**src/rtl/gcl_pkg.sv**
```systemverilog
// ----------------------------------------------------------------------------
// gcl_pkg
// Shared types and constants for the graph district / path engine.
// ----------------------------------------------------------------------------
package gcl_pkg;

  localparam int KEY_W    = 16;
  localparam int OPC_W    = 3;
  localparam int STATUS_W = 4;
  localparam int DIST_W   = 7;
  localparam int COUNT_W  = 7;

  typedef enum logic [OPC_W-1:0] {
    OPC_ADD_VERTEX = 3'd0,
    OPC_ADD_EDGE   = 3'd1,
    OPC_ASSIGN     = 3'd2,
    OPC_QUERY      = 3'd3,
    OPC_PATH       = 3'd4
  } opc_t;

  typedef enum logic [STATUS_W-1:0] {
    ST_OK          = 4'd0,
    ST_DUP         = 4'd1,
    ST_FULL        = 4'd2,
    ST_UNKNOWN     = 4'd3,
    ST_ADJ_FULL    = 4'd4,
    ST_SELF_LOOP   = 4'd5,
    ST_UNASSIGNED  = 4'd6,
    ST_OTHER_DIST  = 4'd7,
    ST_UNREACHABLE = 4'd8
  } status_t;

  // datapath micro-operations
  typedef enum logic [4:0] {
    DP_NOP,
    DP_LATCH,
    DP_FIND_RD,
    DP_FIND_CMP,
    DP_RD_DIST_A,
    DP_RD_DIST_B,
    DP_ADD_VERTEX,
    DP_RD_DEG_A,
    DP_ADD_EDGE,
    DP_ASG_INIT,
    DP_ASG_RD,
    DP_ASG_NEXT,
    DP_DFS_START,
    DP_DFS_DONE,
    DP_POP,
    DP_NODE,
    DP_NB_RD,
    DP_NB_DFS,
    DP_BFS_START,
    DP_DEQ,
    DP_NB_BFS,
    DP_WALK_INIT,
    DP_WALK_STEP,
    DP_WALK_PAR,
    DP_WALK_END,
    DP_EMIT_RD,
    DP_EMIT_KEY
  } dp_op_t;

  typedef enum logic [1:0] {
    DS_NONE,
    DS_READ,
    DS_PATH
  } dsel_t;

  typedef enum logic [1:0] {
    CS_NONE,
    CS_ASG,
    CS_HOPS
  } csel_t;

  typedef struct packed {
    dp_op_t  op;
    logic    emit;
    status_t status;
    dsel_t   dsel;
    csel_t   csel;
    logic    path;
    logic    last;
  } cmd_t;

  typedef struct packed {
    logic scan_end;
    logic a_found;
    logic b_found;
    logic same_ab;
    logic full;
    logic deg_full;
    logic dist_zero;
    logic ends_unassigned;
    logic ends_differ;
    logic sp_zero;
    logic q_empty;
    logic j_end;
    logic found;
    logic walk_end;
    logic emit_done;
  } stat_t;

  typedef enum logic [4:0] {
    S_IDLE,
    S_FIND_RD,
    S_FIND_CMP,
    S_DISPATCH,
    S_VTX_DUP,
    S_EDGE_CHK,
    S_QUERY_OUT,
    S_PATH_DB,
    S_PATH_CHK,
    S_ASG_RD,
    S_ASG_CHK,
    S_DFS_POP,
    S_DFS_NODE,
    S_DFS_NB_RD,
    S_DFS_NB,
    S_BFS_LOOP,
    S_BFS_NODE,
    S_BFS_NB_RD,
    S_BFS_NB,
    S_WALK,
    S_WALK_PAR,
    S_EMIT_RD,
    S_EMIT_KEY,
    S_EMIT_OUT
  } state_t;

endpackage

```
**src/rtl/gcl_ctrl.sv**
```systemverilog
// ----------------------------------------------------------------------------
// gcl_ctrl
// Controller: sequences lookup, labeling search, breadth-first path search.
// ----------------------------------------------------------------------------
module gcl_ctrl import gcl_pkg::*; (
  input  logic             clk,
  input  logic             rst,
  input  logic             start,
  input  logic [OPC_W-1:0] opcode,
  output logic             busy,
  output cmd_t             cmd,
  input  stat_t            stat
);

  state_t state, state_next;
  opc_t   opc, opc_next;

  assign busy = (state != S_IDLE);

  always_ff @(posedge clk) begin
    if (rst) begin
      state <= S_IDLE;
      opc   <= OPC_ADD_VERTEX;
    end else begin
      state <= state_next;
      opc   <= opc_next;
    end
  end

  always_comb begin
    state_next = state;
    opc_next   = opc;
    cmd        = '{op: DP_NOP, emit: 1'b0, status: ST_OK, dsel: DS_NONE,
                   csel: CS_NONE, path: 1'b0, last: 1'b1};
    unique case (state)
      S_IDLE: begin
        if (start) begin
          unique case (opcode)
            OPC_ADD_VERTEX, OPC_ADD_EDGE, OPC_QUERY, OPC_PATH: begin
              cmd.op     = DP_LATCH;
              opc_next   = opc_t'(opcode);
              state_next = S_FIND_RD;
            end
            OPC_ASSIGN: begin
              cmd.op     = DP_ASG_INIT;
              state_next = S_ASG_RD;
            end
            default: begin
            end
          endcase
        end
      end
      S_FIND_RD: begin
        if (stat.scan_end) begin
          state_next = S_DISPATCH;
        end else begin
          cmd.op     = DP_FIND_RD;
          state_next = S_FIND_CMP;
        end
      end
      S_FIND_CMP: begin
        cmd.op     = DP_FIND_CMP;
        state_next = S_FIND_RD;
      end
      S_DISPATCH: begin
        state_next = S_IDLE;
        unique case (opc)
          OPC_ADD_VERTEX: begin
            if (stat.a_found) begin
              cmd.op     = DP_RD_DIST_A;
              state_next = S_VTX_DUP;
            end else if (stat.full) begin
              cmd.emit   = 1'b1;
              cmd.status = ST_FULL;
            end else begin
              cmd.op   = DP_ADD_VERTEX;
              cmd.emit = 1'b1;
            end
          end
          OPC_ADD_EDGE: begin
            if (!stat.a_found || !stat.b_found) begin
              cmd.emit   = 1'b1;
              cmd.status = ST_UNKNOWN;
            end else if (stat.same_ab) begin
              cmd.emit   = 1'b1;
              cmd.status = ST_SELF_LOOP;
            end else begin
              cmd.op     = DP_RD_DEG_A;
              state_next = S_EDGE_CHK;
            end
          end
          OPC_QUERY: begin
            if (!stat.a_found) begin
              cmd.emit   = 1'b1;
              cmd.status = ST_UNKNOWN;
            end else begin
              cmd.op     = DP_RD_DIST_A;
              state_next = S_QUERY_OUT;
            end
          end
          default: begin
            if (!stat.a_found || !stat.b_found) begin
              cmd.emit   = 1'b1;
              cmd.status = ST_UNKNOWN;
            end else begin
              cmd.op     = DP_RD_DIST_A;
              state_next = S_PATH_DB;
            end
          end
        endcase
      end
      S_VTX_DUP: begin
        cmd.emit   = 1'b1;
        cmd.status = ST_DUP;
        cmd.dsel   = DS_READ;
        state_next = S_IDLE;
      end
      S_EDGE_CHK: begin
        cmd.emit = 1'b1;
        if (stat.deg_full) cmd.status = ST_ADJ_FULL;
        else cmd.op = DP_ADD_EDGE;
        state_next = S_IDLE;
      end
      S_QUERY_OUT: begin
        cmd.emit   = 1'b1;
        cmd.dsel   = DS_READ;
        state_next = S_IDLE;
      end
      S_PATH_DB: begin
        cmd.op     = DP_RD_DIST_B;
        state_next = S_PATH_CHK;
      end
      S_PATH_CHK: begin
        if (stat.ends_unassigned) begin
          cmd.emit   = 1'b1;
          cmd.status = ST_UNASSIGNED;
          state_next = S_IDLE;
        end else if (stat.ends_differ) begin
          cmd.emit   = 1'b1;
          cmd.status = ST_OTHER_DIST;
          state_next = S_IDLE;
        end else begin
          cmd.op     = DP_BFS_START;
          state_next = S_BFS_LOOP;
        end
      end
      S_ASG_RD: begin
        if (stat.scan_end) begin
          cmd.emit   = 1'b1;
          cmd.csel   = CS_ASG;
          state_next = S_IDLE;
        end else begin
          cmd.op     = DP_ASG_RD;
          state_next = S_ASG_CHK;
        end
      end
      S_ASG_CHK: begin
        if (stat.dist_zero) begin
          cmd.op     = DP_DFS_START;
          state_next = S_DFS_POP;
        end else begin
          cmd.op     = DP_ASG_NEXT;
          state_next = S_ASG_RD;
        end
      end
      S_DFS_POP: begin
        if (stat.sp_zero) begin
          cmd.op     = DP_DFS_DONE;
          state_next = S_ASG_RD;
        end else begin
          cmd.op     = DP_POP;
          state_next = S_DFS_NODE;
        end
      end
      S_DFS_NODE: begin
        cmd.op     = DP_NODE;
        state_next = S_DFS_NB_RD;
      end
      S_DFS_NB_RD: begin
        if (stat.j_end) begin
          state_next = S_DFS_POP;
        end else begin
          cmd.op     = DP_NB_RD;
          state_next = S_DFS_NB;
        end
      end
      S_DFS_NB: begin
        cmd.op     = DP_NB_DFS;
        state_next = S_DFS_NB_RD;
      end
      S_BFS_LOOP: begin
        if (stat.found) begin
          cmd.op     = DP_WALK_INIT;
          state_next = S_WALK;
        end else if (stat.q_empty) begin
          cmd.emit   = 1'b1;
          cmd.status = ST_UNREACHABLE;
          cmd.dsel   = DS_PATH;
          state_next = S_IDLE;
        end else begin
          cmd.op     = DP_DEQ;
          state_next = S_BFS_NODE;
        end
      end
      S_BFS_NODE: begin
        cmd.op     = DP_NODE;
        state_next = S_BFS_NB_RD;
      end
      S_BFS_NB_RD: begin
        if (stat.found || stat.j_end) begin
          state_next = S_BFS_LOOP;
        end else begin
          cmd.op     = DP_NB_RD;
          state_next = S_BFS_NB;
        end
      end
      S_BFS_NB: begin
        cmd.op     = DP_NB_BFS;
        state_next = S_BFS_NB_RD;
      end
      S_WALK: begin
        if (stat.walk_end) begin
          cmd.op     = DP_WALK_END;
          state_next = S_EMIT_RD;
        end else begin
          cmd.op     = DP_WALK_STEP;
          state_next = S_WALK_PAR;
        end
      end
      S_WALK_PAR: begin
        cmd.op     = DP_WALK_PAR;
        state_next = S_WALK;
      end
      S_EMIT_RD: begin
        cmd.op     = DP_EMIT_RD;
        state_next = S_EMIT_KEY;
      end
      S_EMIT_KEY: begin
        cmd.op     = DP_EMIT_KEY;
        state_next = S_EMIT_OUT;
      end
      S_EMIT_OUT: begin
        cmd.emit   = 1'b1;
        cmd.dsel   = DS_PATH;
        cmd.csel   = CS_HOPS;
        cmd.path   = 1'b1;
        cmd.last   = stat.emit_done;
        state_next = stat.emit_done ? S_IDLE : S_EMIT_RD;
      end
      default: state_next = S_IDLE;
    endcase
  end

endmodule
```
**config.mk**
```make
export PLATFORM = sky130hd
export DESIGN_NAME = gcl_ctrl
export DESIGN_NICKNAME = d
export VERILOG_FILES = /design/src/rtl/gcl_pkg.sv /design/src/rtl/gcl_ctrl.sv
export SDC_FILE = /design/constraint.sdc
export NUM_CORES = 1
export LEC_CHECK = 0
export BUFFER_PORTS_ARGS = -buffer_cell sky130_fd_sc_hd__buf_4
export CAP_MARGIN = 15
export CELL_PAD_IN_SITES_DETAIL_PLACEMENT = 1
export CELL_PAD_IN_SITES_GLOBAL_PLACEMENT = 1
export CORE_MARGIN = 2
export CORE_UTILIZATION = 39
export CTS_CLUSTER_SIZE = 28
export DETAILED_ROUTE_END_ITERATION = 8
export MAX_ROUTING_LAYER = met4
export PLACE_DENSITY = 0.95
export SLEW_MARGIN = 10
export SYNTH_ARGS = -nofsm -noshare
export SYNTH_HDL_FRONTEND = slang
export SYNTH_SLANG_ARGS = --single-unit
```
**constraint.sdc**
```tcl
create_clock -name clk -period 2.6 [get_ports clk]
set_input_delay 0.13 -clock clk [delete_from_list [all_inputs] [get_ports clk]]
set_output_delay 0.13 -clock clk [all_outputs]
set_load 0.02 [all_outputs]
```
Word-level counts from Yosys, hierarchy flattened
Cells that the tools add are included.
{"block": "totals", "regBits": 8, "latchBits": 0, "mem_bits_rw": 0, "rom_bits": 0, "input_bits": 21, "word_cells": 108, "memories": 0}
{"block": "classes", "addsub": 0, "multipliers": 0, "n_div": 0, "magnitude_cmp": 0, "eq_ne": 31, "shifts": 0, "n_mux": 59, "bitwise_logic": 0, "reduce_logical": 16}
{"operator": "$mux W5", "n": 21}
{"operator": "$pmux W5 S20", "n": 1}
{"operator": "$pmux W5 S19", "n": 1}
{"operator": "$eq A5 B4 Y1 const B", "n": 8}
{"operator": "$eq A5 B5 Y1 const B", "n": 8}
{"operator": "$mux W3", "n": 12}
{"operator": "$pmux W10 S3", "n": 1}
{"operator": "$eq A5 B3 Y1 const B", "n": 4}
{"operator": "$mux W4", "n": 5}
{"operator": "$pmux W4 S5", "n": 1}
{"operator": "$pmux W5 S3", "n": 1}
{"operator": "$mux W7", "n": 2}
{"operator": "$eq A5 B2 Y1 const B", "n": 2}
{"operator": "$mux W2", "n": 5}
{"operator": "$pmux W5 S2", "n": 1}
{"operator": "$eq A3 B2 Y1 const B", "n": 3}
{"operator": "$pmux W4 S2", "n": 1}
{"operator": "$reduce_or A2 Y1", "n": 4}
{"operator": "$reduce_or A4 Y1", "n": 2}
{"operator": "$eq A3 B1 Y1 const B", "n": 2}
{"operator": "$logic_not A3 Y1", "n": 2}
{"operator": "$pmux W2 S3", "n": 1}
{"operator": "$eq A5 B1 Y1 const B", "n": 1}
{"operator": "$logic_not A5 Y1", "n": 1}
{"operator": "11 further kinds", "n": 16}

Depth between registers and ports, before layout
{"block": "logic_depth", "word_depth": 5, "depth_mapped": 8, "mapped_depth_nobuf": 5}

Worst setup path after synthesis
OpenSTA, ideal clock, no wires.
{"block": "synth_timing", "path_type": "register to output", "startpoint": "reg state[2]", "endpoint": "out cmd[7] in the netlist's numbering", "t_arrival_ns": 1.596, "t_required_ns": 2.470, "slack_ns": 0.874, "path_stages_with_launch": 6, "n_path_buf": 1, "cell_sequence": "dfxtp_1 buf_4 nand2b_2 nor3_2 o21ai_0 o21ai_0"}
{"element": "from (decl)", "line": "gcl_ctrl.sv:15", "rtl": "state_t state, state_next;"}
{"element": "from (signal assigned)", "line": "gcl_ctrl.sv:25", "rtl": "state <= state_next;"}
{"element": "to (decl)", "line": "gcl_ctrl.sv:11", "rtl": "output cmd_t cmd,"}

==> results by group <==
Finish
  – Ant. Diodes: 0
  – Layout cells sized above 1: 0.233
  – Area Growth Syn to Fin: 22.6%
  – Layout net count: 259
  – Fin cells: 282
  – Layout Utilization: 0.497

Logic synthesis
  – Post-synthesis cell area: 0.00135 mm^2
  – Register area share after synthesis: 0.118
  – Synth cell types: 54
  – Synth top area share: 0.118
  – Number of synthesized register bits: 8
  – Synth Flop Type: dfxtp_1
  – Biggest area consumer among synthesized cells: dfxtp_1
  – Count leader, synth: nor2_1
  – Ranking of synthesized cells by area: dfxtp_1 12%, a21oi_1 8.1%, nor2_1 6.7%
  – Syn_area_per_cell: 6.53 um^2
  – Commonest cells post-synth: 24 x nor2_1, 22 x a21oi_1, 12 x nand2_1
  – Number of flops mapped to enable cells by yosys: 0
  – Net count after synthesis: 228
  – Warnings, synthesis: 0
  – Async S/R FF share, synth: 0
  – Syn Inst Count: 207

Worst hold path
  – Hold crit path type: in2reg
  – Hold path cells: 2

Setup path
  – WS Path Type: reg2out
  – Register-to-Register Path Depth: 5
  – Endpoint class of the critical path: output pin
  – Critical path fanouts, max: 17
  – R2R Setup Slk: 0.51 ns
  – CP Data Required Time: 2.47 ns
  – Worst setup SP type: flip-flop
  – Data arrival, critical path: 2.34 ns

Clocking
  – Clock buffer depth: 2
  – CTS Buf Count: 3
  – Later-pin clock latency in the skew report: 0.27 ns
  – TritonCTS clock tree: done
  – CTS root buf: clkbuf_4
  – # hold bufs at CTS: 0
  – H-tree levels: 1
  – CTS clk-pin slew, worst paths: 0.07 ns
  – Clock Sinks: 8

Global routing
  – Initial antenna violation count: 0
  – Gr ovfl total: 0
  – Vias in the first global route: 1702
  – GR Util All Layers: 0.285
  – First-pass GRT wire length: 8740 um
  – Largest net degree at the start of global routing: 21

STA
  – Fmax achieved: 405 MHz
  – Setup Total Neg Slack: 0 ns
  – Max-slew violations: 0
  – Final Cycle Share: 0.950
  – Hold violation total from the final report: 0
  – Min Tclk post-route: 2.47 ns
  – Worst Clk Skew: 0.0126 ns
  – RSZ-0062 raised after global routing: false
  – Setup violators final: 0
  – Slew HR: 0.499
  – Hold Worst Slack: 0.0790 ns
  – Worst Tran Pin Value: 0.750 ns

Pwr
  – Leakage: 0.692 nW
  – Peak VDD IR: 152 uV
  – Pwr Total: 529 uW
  – Pwr per Cell Area: 319 mW/mm^2

Detailed routing
  – Iter 0 DRT Violations: 137
  – Routed wire length: 5410 um
  – Wire length per cell: 19.2 um
  – Routed Antenna Nets: 0
  – DR DRC count: 0
  – DR vias: 1721
  – Drt pass-1 iters: 4
  – Vias per inst: 6.10

Floorplanning
  – Starting density of the core: 0.405
  – Die X-Extent: 62.9 um
  – Core area: 0.00334 mm^2
  – Row cnt: 21
  – Total die area: 0.00396 mm^2
  – I/O pin count: 38
  – Die Span Y: 62.9 um

Placement
  – Post-Place Cells: 279
  – Buffers on Ports: 37
  – Routability congestion estimate: 0.939
  – Detail Placement HPWL: 4140 um

Run
  – Maximum capacitance violations: 0

Status
  – Status: completed
==> metal layers <==
metal,track usage,vias to the layer above,wire length [um]
li1,-,831,-
met1,0.339,806,2330
met2,0.493,70,2640
met3,0.0414,14,293
met4,0.0889,0,150
met5,-,-,0
==> cell type report <==
cell class,instances,area (um^2)
Fill cell,457,1680
Multi-Input combinational cell,174,1060
Timing Repair Buffer,44,330
Sequential cell,8,161
Tap cell,46,57.6
Inverter,7,26.3
Clock buffer,3,22.5
==> power by group <==
part	switching, mW	total [mW]	internal [mW]
logic	0.149	0.261	0.111
clock network	0.0533	0.107	0.0534
registers	0.0307	0.162	0.131
total	0.233	0.529	0.296
==> state kept, by name, indices dropped and copies added, names as in the netlist <==
name	cells
state	5
opc	3
==> what timing repair did <==
action	in CTS	in global routing
hold endpoints to repair	0	0
gates resized for setup	0	1
setup endpoints to repair	0	1
buffers inserted	0	0
==> kinds of logic (layout without fill, tap and decap cells) <==
group | Yosys count | in the layout | synth area share
compound gates | 66 | 66 | 0.318
xor+xnor | 1 | 1 | 0.00648
buf+inv | 25 | 54 | 0.0981
flops | 8 | 8 | 0.118
mux | 3 | 3 | 0.0222
simple gates | 104 | 104 | 0.437
==> critical path: stages, from the launching register on <==
cell and delay, ns:
dfxtp_1 0.66, buf_4 0.29, nor4bb_1 0.44, a21oi_1 0.09, o22ai_1 0.26, or4_1 0.18, buf_4 0.14
==> placed cells by master (no fill, tap or decap), types with 2 or more instances in the layout <==
master	n
a22oi_1	2
inv_1	7
clkbuf_4	3
or2_2	2
or4_1	3
nor4_1	5
nor3_1	11
o21bai_1	2
nor2b_1	8
o21ai_0	10
buf_4	44
o211ai_1	2
nor2_1	24
o22ai_1	4
nand2_1	12
o31ai_1	2
dfxtp_1	7
nand3b_1	5
mux2i_1	3
nand3_1	7
a21oi_1	22
nand2b_1	9
and3_1	4
o2111ai_1	3
a211o_1	2
and3b_1	2
a32oi_1	2
a31oi_1	4
==> path summary, 6_finish.rpt <==
path / startpoint / to
max: state[3] / cmd[14]
min: rst / state[4]
max reg2reg: state[2] / state[0]
min reg2reg: opc[2] / opc[2]
==> stage by stage <==
step | worst slack, ns | area, um^2
after CTS | 0.165 | 1660
after global placement | 0.554 | 1630
after global routing | 0.00890 | 1660
final | 0.131 | 1660
after detailed placement | 0.480 | 1630
after floorplan | 0.874 | 1350
Note: power is estimated with default switching activity, not from simulation.
